[config.mk]
export PLATFORM = sky130hd
export DESIGN_NAME = interval_displacement_cost
export DESIGN_NICKNAME = d
export VERILOG_FILES = /design/src/hw/rtl/idc_pkg.sv /design/src/hw/rtl/idc_rule.sv /design/src/hw/rtl/interval_displacement_cost.sv
export SDC_FILE = /design/constraint.sdc
export NUM_CORES = 2
export LEC_CHECK = 0
export ABC_AREA = 1
export BUFFER_PORTS_ARGS = -buffer_cell sky130_fd_sc_hd__buf_2
export CORE_MARGIN = 2
export CORE_UTILIZATION = 55
export DETAILED_ROUTE_END_ITERATION = 16
export PLACE_DENSITY_LB_ADDON = 0.3
export SKIP_CTS_REPAIR_TIMING = 1
export SLEW_MARGIN = 20
export SYNTH_ARGS = -nofsm -noshare
export SYNTH_HDL_FRONTEND = slang
export SYNTH_SLANG_ARGS = --single-unit
[constraint.sdc]
create_clock -name clk_i -period 4.3 [get_ports clk_i]
set_input_delay 0.43 -clock clk_i [delete_from_list [all_inputs] [get_ports clk_i]]
set_output_delay 0.43 -clock clk_i [all_outputs]
set_load 0.01 [all_outputs]
[src/hw/rtl/idc_pkg.sv]
// ----------------------------------------------------------------------------
// idc_pkg: shared definitions for the interval displacement cost block
// Default sizes, fixed field widths and the codes that the rule unit returns.
// ----------------------------------------------------------------------------
package idc_pkg;

  // Default configuration of the interval store.
  localparam int MaxIntervalsDef = 64;
  localparam int PosBitsDef      = 16;

  // Fixed widths of the port fields.
  localparam int InPosW   = 16;
  localparam int IdxOutW  = 6;
  localparam int CostW    = 7;

  // Contribution of one other interval to a cost: -1, 0 or +1.
  typedef logic signed [1:0] rule_t;

  localparam rule_t RULE_ZERO  = 2'sd0;
  localparam rule_t RULE_PLUS  = 2'sd1;
  localparam rule_t RULE_MINUS = -2'sd1;

endpackage

[src/hw/rtl/idc_rule.sv]
// ----------------------------------------------------------------------------
// idc_rule: pairwise displacement rule
// Compares a subject interval with one other interval and gives its
// contribution to the subject's cost.
// ----------------------------------------------------------------------------
module idc_rule
  import idc_pkg::*;
#(
  parameter int PosBits = PosBitsDef
) (
  input  logic [PosBits-1:0] subj_start_i,
  input  logic [PosBits-1:0] subj_end_i,
  input  logic [PosBits-1:0] oth_start_i,
  input  logic [PosBits-1:0] oth_end_i,
  output rule_t              rule_o
);

  logic [PosBits-1:0] s1, s2, o1, o2;

  assign s1 = subj_start_i;
  assign s2 = subj_end_i;
  assign o1 = oth_start_i;
  assign o2 = oth_end_i;

  always_comb begin
    rule_o = RULE_ZERO;
    if (s1 == s2 || o1 == o2) begin
      rule_o = RULE_ZERO;
    end else if (s1 < s2) begin
      if (o1 < o2) begin
        if (s1 < o1) begin
          if (s2 >= o1 && s2 < o2) rule_o = RULE_PLUS;
        end else if (s1 > o1 && s1 < o2) begin
          if (s2 >= o2) rule_o = RULE_MINUS;
        end
      end else if (s2 == o2) begin
        rule_o = RULE_PLUS;
      end else if (s2 > o2) begin
        if (s2 > o1) begin
          rule_o = RULE_ZERO;
        end else if (s2 == o1) begin
          rule_o = RULE_MINUS;
        end else begin
          rule_o = RULE_PLUS;
        end
      end
    end else if (o1 < o2) begin
      // Backward subject against a forward interval.
      if (s1 > o1 && s1 <= o2) rule_o = RULE_MINUS;
    end else begin
      // Backward subject against a backward interval.
      if (s1 > o2 && s1 < o1) rule_o = RULE_MINUS;
    end
  end

endmodule

[src/hw/rtl/interval_displacement_cost.sv]
// ----------------------------------------------------------------------------
// interval_displacement_cost: per-interval displacement cost over a set
// Loading accepts one interval per transfer. After the final interval each cost
// is built in order: subject read, subject capture, every stored interval
// through the single rule unit, and an output state held until the result is
// taken. Reset clears the count, drop flag and sequencer; the stores are not
// cleared.
// ----------------------------------------------------------------------------
module interval_displacement_cost
  import idc_pkg::*;
#(
  parameter int MaxIntervals = MaxIntervalsDef,
  parameter int PosBits      = PosBitsDef
) (
  input  logic                     clk_i,
  input  logic                     rst_ni,
  // Input channel: one interval per transfer.
  input  logic                     in_valid_i,
  output logic                     in_ready_o,
  input  logic [InPosW-1:0]        interval_start_i,
  input  logic [InPosW-1:0]        interval_end_i,
  input  logic                     is_final_i,
  // Output channel: one cost per stored interval, in load order.
  output logic                     out_valid_o,
  input  logic                     out_ready_i,
  output logic [IdxOutW-1:0]       interval_index_o,
  output logic signed [CostW-1:0]  cost_o,
  output logic                     end_of_run_o,
  output logic                     dropped_o
);

  // Index into the store, and a count that can also hold the full depth.
  localparam int IdxW = (MaxIntervals > 1) ? $clog2(MaxIntervals) : 1;
  localparam int CntW = $clog2(MaxIntervals + 1);

  // The sequencer walks subject k over the set. For each subject it reads
  // the subject entry, then streams every other entry through the rule unit
  // one per cycle: the memory read of entry j+1 overlaps the rule evaluation
  // of entry j.
  typedef enum logic [2:0] {
    S_LOAD,  // accepting intervals
    S_SUBJ,  // read of the subject entry in flight
    S_SCAP,  // capture subject, read of the first other entry in flight
    S_ACC,   // accumulate one other entry per cycle
    S_OUT    // result waiting for its transfer
  } state_e;

  state_e state_q;

  logic [CntW-1:0]          count_q;
  logic                     ovf_q;
  logic [IdxW-1:0]          k_q;
  logic [IdxW-1:0]          j_q;
  logic signed [CostW-1:0]  acc_q;
  logic [PosBits-1:0]       subj_start_q, subj_end_q;

  // Interval store: one write port for loading, one registered read port.
  logic [PosBits-1:0] start_mem [MaxIntervals];
  logic [PosBits-1:0] end_mem   [MaxIntervals];
  logic [PosBits-1:0] rd_start_q, rd_end_q;
  logic [IdxW-1:0]    rd_addr;
  logic [IdxW-1:0]    j_next;

  logic in_xfer, out_xfer, store_full, do_write, last_other, last_subj;
  rule_t rule_val;

  assign in_ready_o  = (state_q == S_LOAD);
  assign in_xfer     = in_valid_i & in_ready_o;
  assign out_valid_o = (state_q == S_OUT);
  assign out_xfer    = out_valid_o & out_ready_i;

  assign store_full = (count_q == CntW'(MaxIntervals));
  assign do_write   = in_xfer & ~store_full;

  assign j_next     = j_q + IdxW'(1);
  assign last_other = ((CntW'(j_q) + CntW'(1)) == count_q);
  assign last_subj  = ((CntW'(k_q) + CntW'(1)) == count_q);

  always_comb begin
    case (state_q)
      S_SUBJ:  rd_addr = k_q;
      S_SCAP:  rd_addr = '0;
      S_ACC:   rd_addr = j_next;
      default: rd_addr = k_q;
    endcase
  end

  always_ff @(posedge clk_i) begin
    if (do_write) begin
      start_mem[count_q[IdxW-1:0]] <= PosBits'(interval_start_i);
      end_mem[count_q[IdxW-1:0]]   <= PosBits'(interval_end_i);
    end
    rd_start_q <= start_mem[rd_addr];
    rd_end_q   <= end_mem[rd_addr];
  end

  idc_rule #(
    .PosBits (PosBits)
  ) u_rule (
    .subj_start_i (subj_start_q),
    .subj_end_i   (subj_end_q),
    .oth_start_i  (rd_start_q),
    .oth_end_i    (rd_end_q),
    .rule_o       (rule_val)
  );

  // Sequencer, counters and accumulator.
  always_ff @(posedge clk_i or negedge rst_ni) begin
    if (!rst_ni) begin
      state_q      <= S_LOAD;
      count_q      <= '0;
      ovf_q        <= 1'b0;
      k_q          <= '0;
      j_q          <= '0;
      acc_q        <= '0;
      subj_start_q <= '0;
      subj_end_q   <= '0;
    end else begin
      case (state_q)
        S_LOAD: begin
          if (in_xfer) begin
            // An interval beyond the store depth is discarded and flagged;
            // a discarded final interval still starts the computation.
            if (store_full) begin
              ovf_q <= 1'b1;
            end else begin
              count_q <= count_q + CntW'(1);
            end
            if (is_final_i) begin
              k_q     <= '0;
              state_q <= S_SUBJ;
            end
          end
        end
        S_SUBJ: begin
          state_q <= S_SCAP;
        end
        S_SCAP: begin
          subj_start_q <= rd_start_q;
          subj_end_q   <= rd_end_q;
          acc_q        <= '0;
          j_q          <= '0;
          state_q      <= S_ACC;
        end
        S_ACC: begin
          // The subject itself is skipped.
          if (j_q != k_q) begin
            acc_q <= acc_q + CostW'(rule_val);
          end
          if (last_other) begin
            state_q <= S_OUT;
          end else begin
            j_q <= j_next;
          end
        end
        S_OUT: begin
          if (out_xfer) begin
            if (last_subj) begin
              // Set complete: the store is emptied and the drop flag cleared.
              count_q <= '0;
              ovf_q   <= 1'b0;
              state_q <= S_LOAD;
            end else begin
              k_q     <= k_q + IdxW'(1);
              state_q <= S_SUBJ;
            end
          end
        end
        default: begin
          state_q <= S_LOAD;
        end
      endcase
    end
  end

  assign interval_index_o = IdxOutW'(k_q);
  assign cost_o           = acc_q;
  assign end_of_run_o     = last_subj;
  assign dropped_o        = ovf_q;

  // A result is only shown when at least one interval is stored.
  a_out_nonempty : assert property (@(posedge clk_i) disable iff (!rst_ni)
    out_valid_o |-> (count_q != '0))
    else $error("result offered with an empty store");

  // The streamed entry never runs past the loaded set.
  a_other_in_range : assert property (@(posedge clk_i) disable iff (!rst_ni)
    (state_q == S_ACC) |-> (CntW'(j_q) < count_q))
    else $error("other index beyond the loaded count");

  // The count never exceeds the store depth.
  a_count_bound : assert property (@(posedge clk_i) disable iff (!rst_ni)
    count_q <= CntW'(MaxIntervals))
    else $error("interval count beyond store depth");

  // The transfer of the last result empties the store and clears the flag.
  a_clear_after_run : assert property (@(posedge clk_i) disable iff (!rst_ni)
    (out_xfer && end_of_run_o) |=> (count_q == '0 && !ovf_q && in_ready_o))
    else $error("store not emptied after the last result");

endmodule
==> run metrics <==
Reg clk slew, reported paths 0.06 ns; GRT overflow 0; Synth Warn # 0; min-delay src interval_end_i[3]; Cell Int Power 39.5 mW; Worst Path Max Fanout 4; setup_tns 0 ns; fin nets 7465; top post-synthesis cells by area edfxtp_1, nand2_1, o21ai_0; Initial Util 55.2%; root buffer cell clkbuf_16; final hold vios 0; PortBufs 53; pin count of the biggest net entering global routing 131; unrepaired setup endpoints after global routing no; Net Count, Synth 7402; Worst-Skew Late Latency 0.85 ns; Ports 54; dpl cell area 91900 µm²; CTS H-tree depth 4; clk sink count 2142; die width 402 µm; core area 158000 µm²; result of the run finished clean; Layout Cells excl Fill 9573; CP Capture Type flop; DP Cell Count 9176; vias in the first global route 56876; ys flop type edfxtp_1; logic gate share of total power 33.6%; Min Clock Period, post-route 3.75 ns; fin util 62.5%; total track usage 30.8%; drt total wl 251000 µm; #FFs+latches synth 2142; Final period util 87.1%; CTS buffer count 212; die area 162000 µm²; PD cells 636 nW/µm²; Post-Syn Area per Cell 12.0 µm²; critical path type flop to flop; Area growth syn-to-layout 13.1%; post-synthesis cell count 7258; Initial DRC Count 8645; Post-Syn Area 87200 µm²; Critical Path RT 5.04 ns; DRC 0; Sequential Power Share 37.9%; launching point of the worst reg2reg path subj_start_q[9]$_DFFE_PN0P_; Seq/Total Area, Yosys 73.1%; Core Rows 146; Die Span Y 402 µm; P_sw 23.3 mW; count of final setup violators 0; Placer Congestion 0.919; Pre-Repair DR Iteration Count 6; average vias per placed instance 6.23; drt wl/cell 26.2 µm; max_cap viols 0; Lkg Pwr 34.3 nW; Clk pwr share 28.4%; area leader, netlist edfxtp_1; Worst Tran Pin Value 1.14 ns; worst setup path start subj_start_q[9]$_DFFE_PN0P_; post-route cell area 98600 µm²; CTS max path bufs 3; commonest cells in the netlist edfxtp_1, nand2_1, nor2_1; Post-synth EDFFs 2048; top-count cell post-synth edfxtp_1; Worst VDD drop 452 µV; proportion of layout cells with a drive suffix above 1 8.80%; Post-DP HPWL 143000 µm; Slew Limit Fails 0; Worst Setup Start Kind flop; antenna viol nets, final 0; Hold Path Class input port to flop; asr flop ratio synth 2.89%; DR vias 59611; Clock Skews 0.0503 ns; FMAX 0.267 GHz; final hold slack 0.0719 ns; CTS tree built; initial antenna violation count 13; Data arrival, critical path 4.48 ns; Synth cell types 38; share of the synthesized area in the top cell type 70.5%; wire length of the first global-routing pass 368000 µm; max_slew headroom 24.0%; sw frac 37.1%
-- kinds of logic (layout without fill, tap and decap cells) --
group / count (synthesis) / in the layout / synth area share (%)
flops: 2142 / 2142 / 73.1
fa+ha+maj: 107 / 107 / 1.54
buf+inv: 587 / 828 / 2.62
other cells: 0 / 2 / 0
compound gates: 1497 / 1497 / 9.35
xor+xnor: 16 / 16 / 0.161
simple gates: 2909 / 2909 / 13.3
-- metrics by stage --
stage / power [mW] / worst slack, ns
6_report: 62.8 / 0.554
5_1_grt: 65.8 / 0.140
4_1_cts: 62.5 / 0.515
3_5_place_dp: 44.8 / 0.533
3_3_place_gp: 44.4 / 0.449
2_1_floorplan: 37.1 / -0.158
-- worst max-delay path, cell delays in order, from the launching register on --
cell,delay (ns)
dfrtp_1,0.43
ha_1,0.33
a21oi_1,0.23
o21ai_0,0.14
nand4_1,0.09
nand2_1,0.08
a21oi_1,0.29
inv_1,0.08
nand3_1,0.16
nand2_1,0.07
a21oi_1,0.20
ha_1,0.18
inv_1,0.07
fa_1,0.40
inv_1,0.10
nand3_1,0.07
nand2_1,0.09
nand2_1,0.07
nand2_1,0.06
a21oi_1,0.07
xor2_1,0.16
inv_1,0.06
nand4_1,0.09
nand3_1,0.11
nand2_1,0.05
-- layout by cell type, fill, tap and decap left out, types with 62 or more instances in the layout --
master,n
inv_1,123
edfxtp_1,2048
ha_1,106
buf_12,100
o21ai_0,911
o22ai_1,439
nor2_1,943
clkbuf_1,63
clkbuf_16,212
nand3_1,429
nand2_1,1432
dfrtp_1,62
buf_4,148
-- routing by layer --
metal | global-route usage (%) | routed length, µm | up-vias
met2 | 46.8 | 114000 | 3587
met4 | 13.2 | 11100 | 2
met5 | 0 | 11 | -
li1 | - | - | 26255
met1 | 44.1 | 98400 | 29270
met3 | 5.44 | 27600 | 497
-- worst paths after layout --
path,slack (ns),cells past startpoint,endpoint
min in group asynchronous,0.37,2,cost_o[4]$_DFFE_PN0P_
max in group asynchronous,2.97,3,subj_start_q[4]$_DFFE_PN0P_
worst min register to register,0.48,2,subj_end_q[9]$_DFFE_PN0P_
worst min-delay path,0.07,1,end_mem[40][3]$_DFFE_PP_
worst max register to register,0.55,24,cost_o[6]$_DFFE_PN0P_
worst max-delay path,0.55,24,cost_o[6]$_DFFE_PN0P_
-- power groups by stage --
stage | registers [mW] | logic, mW | clock network [mW]
CTS | 23.8 | 20.8 | 17.9
finish | 23.8 | 21.1 | 17.8
global route | 23.9 | 23.2 | 18.8
global placement | 24.2 | 20.2 | 0
floorplan | 24.1 | 13.0 | 0
detailed placement | 24.2 | 20.6 | 0
-- flip-flops by register name, summed over array words and instances, names as in the netlist --
| signal | cells |
|---|---|
| cost_o | 7 |
| count_q | 7 |
| dropped_o | 1 |
| end_mem | 1024 |
| interval_index_o | 6 |
| j_q | 6 |
| rd_end_q | 16 |
| rd_start_q | 16 |
| start_mem | 1024 |
| state_q | 3 |
| subj_end_q | 16 |
| subj_start_q | 16 |
-- layout make-up --
type                            count  area [µm²]
Antenna cell                        2        5.00
Inverter                          133         527
Tap cell                         2072        2590
Clock buffer                      277        5570
Fill cell                       11778       59200
Multi-Input combinational cell   4529       21700
Timing Repair Buffer              303        3400
Sequential cell                  2142       63700
Clock inverter                    115        1100
Power figures use the tool's default switching activity.
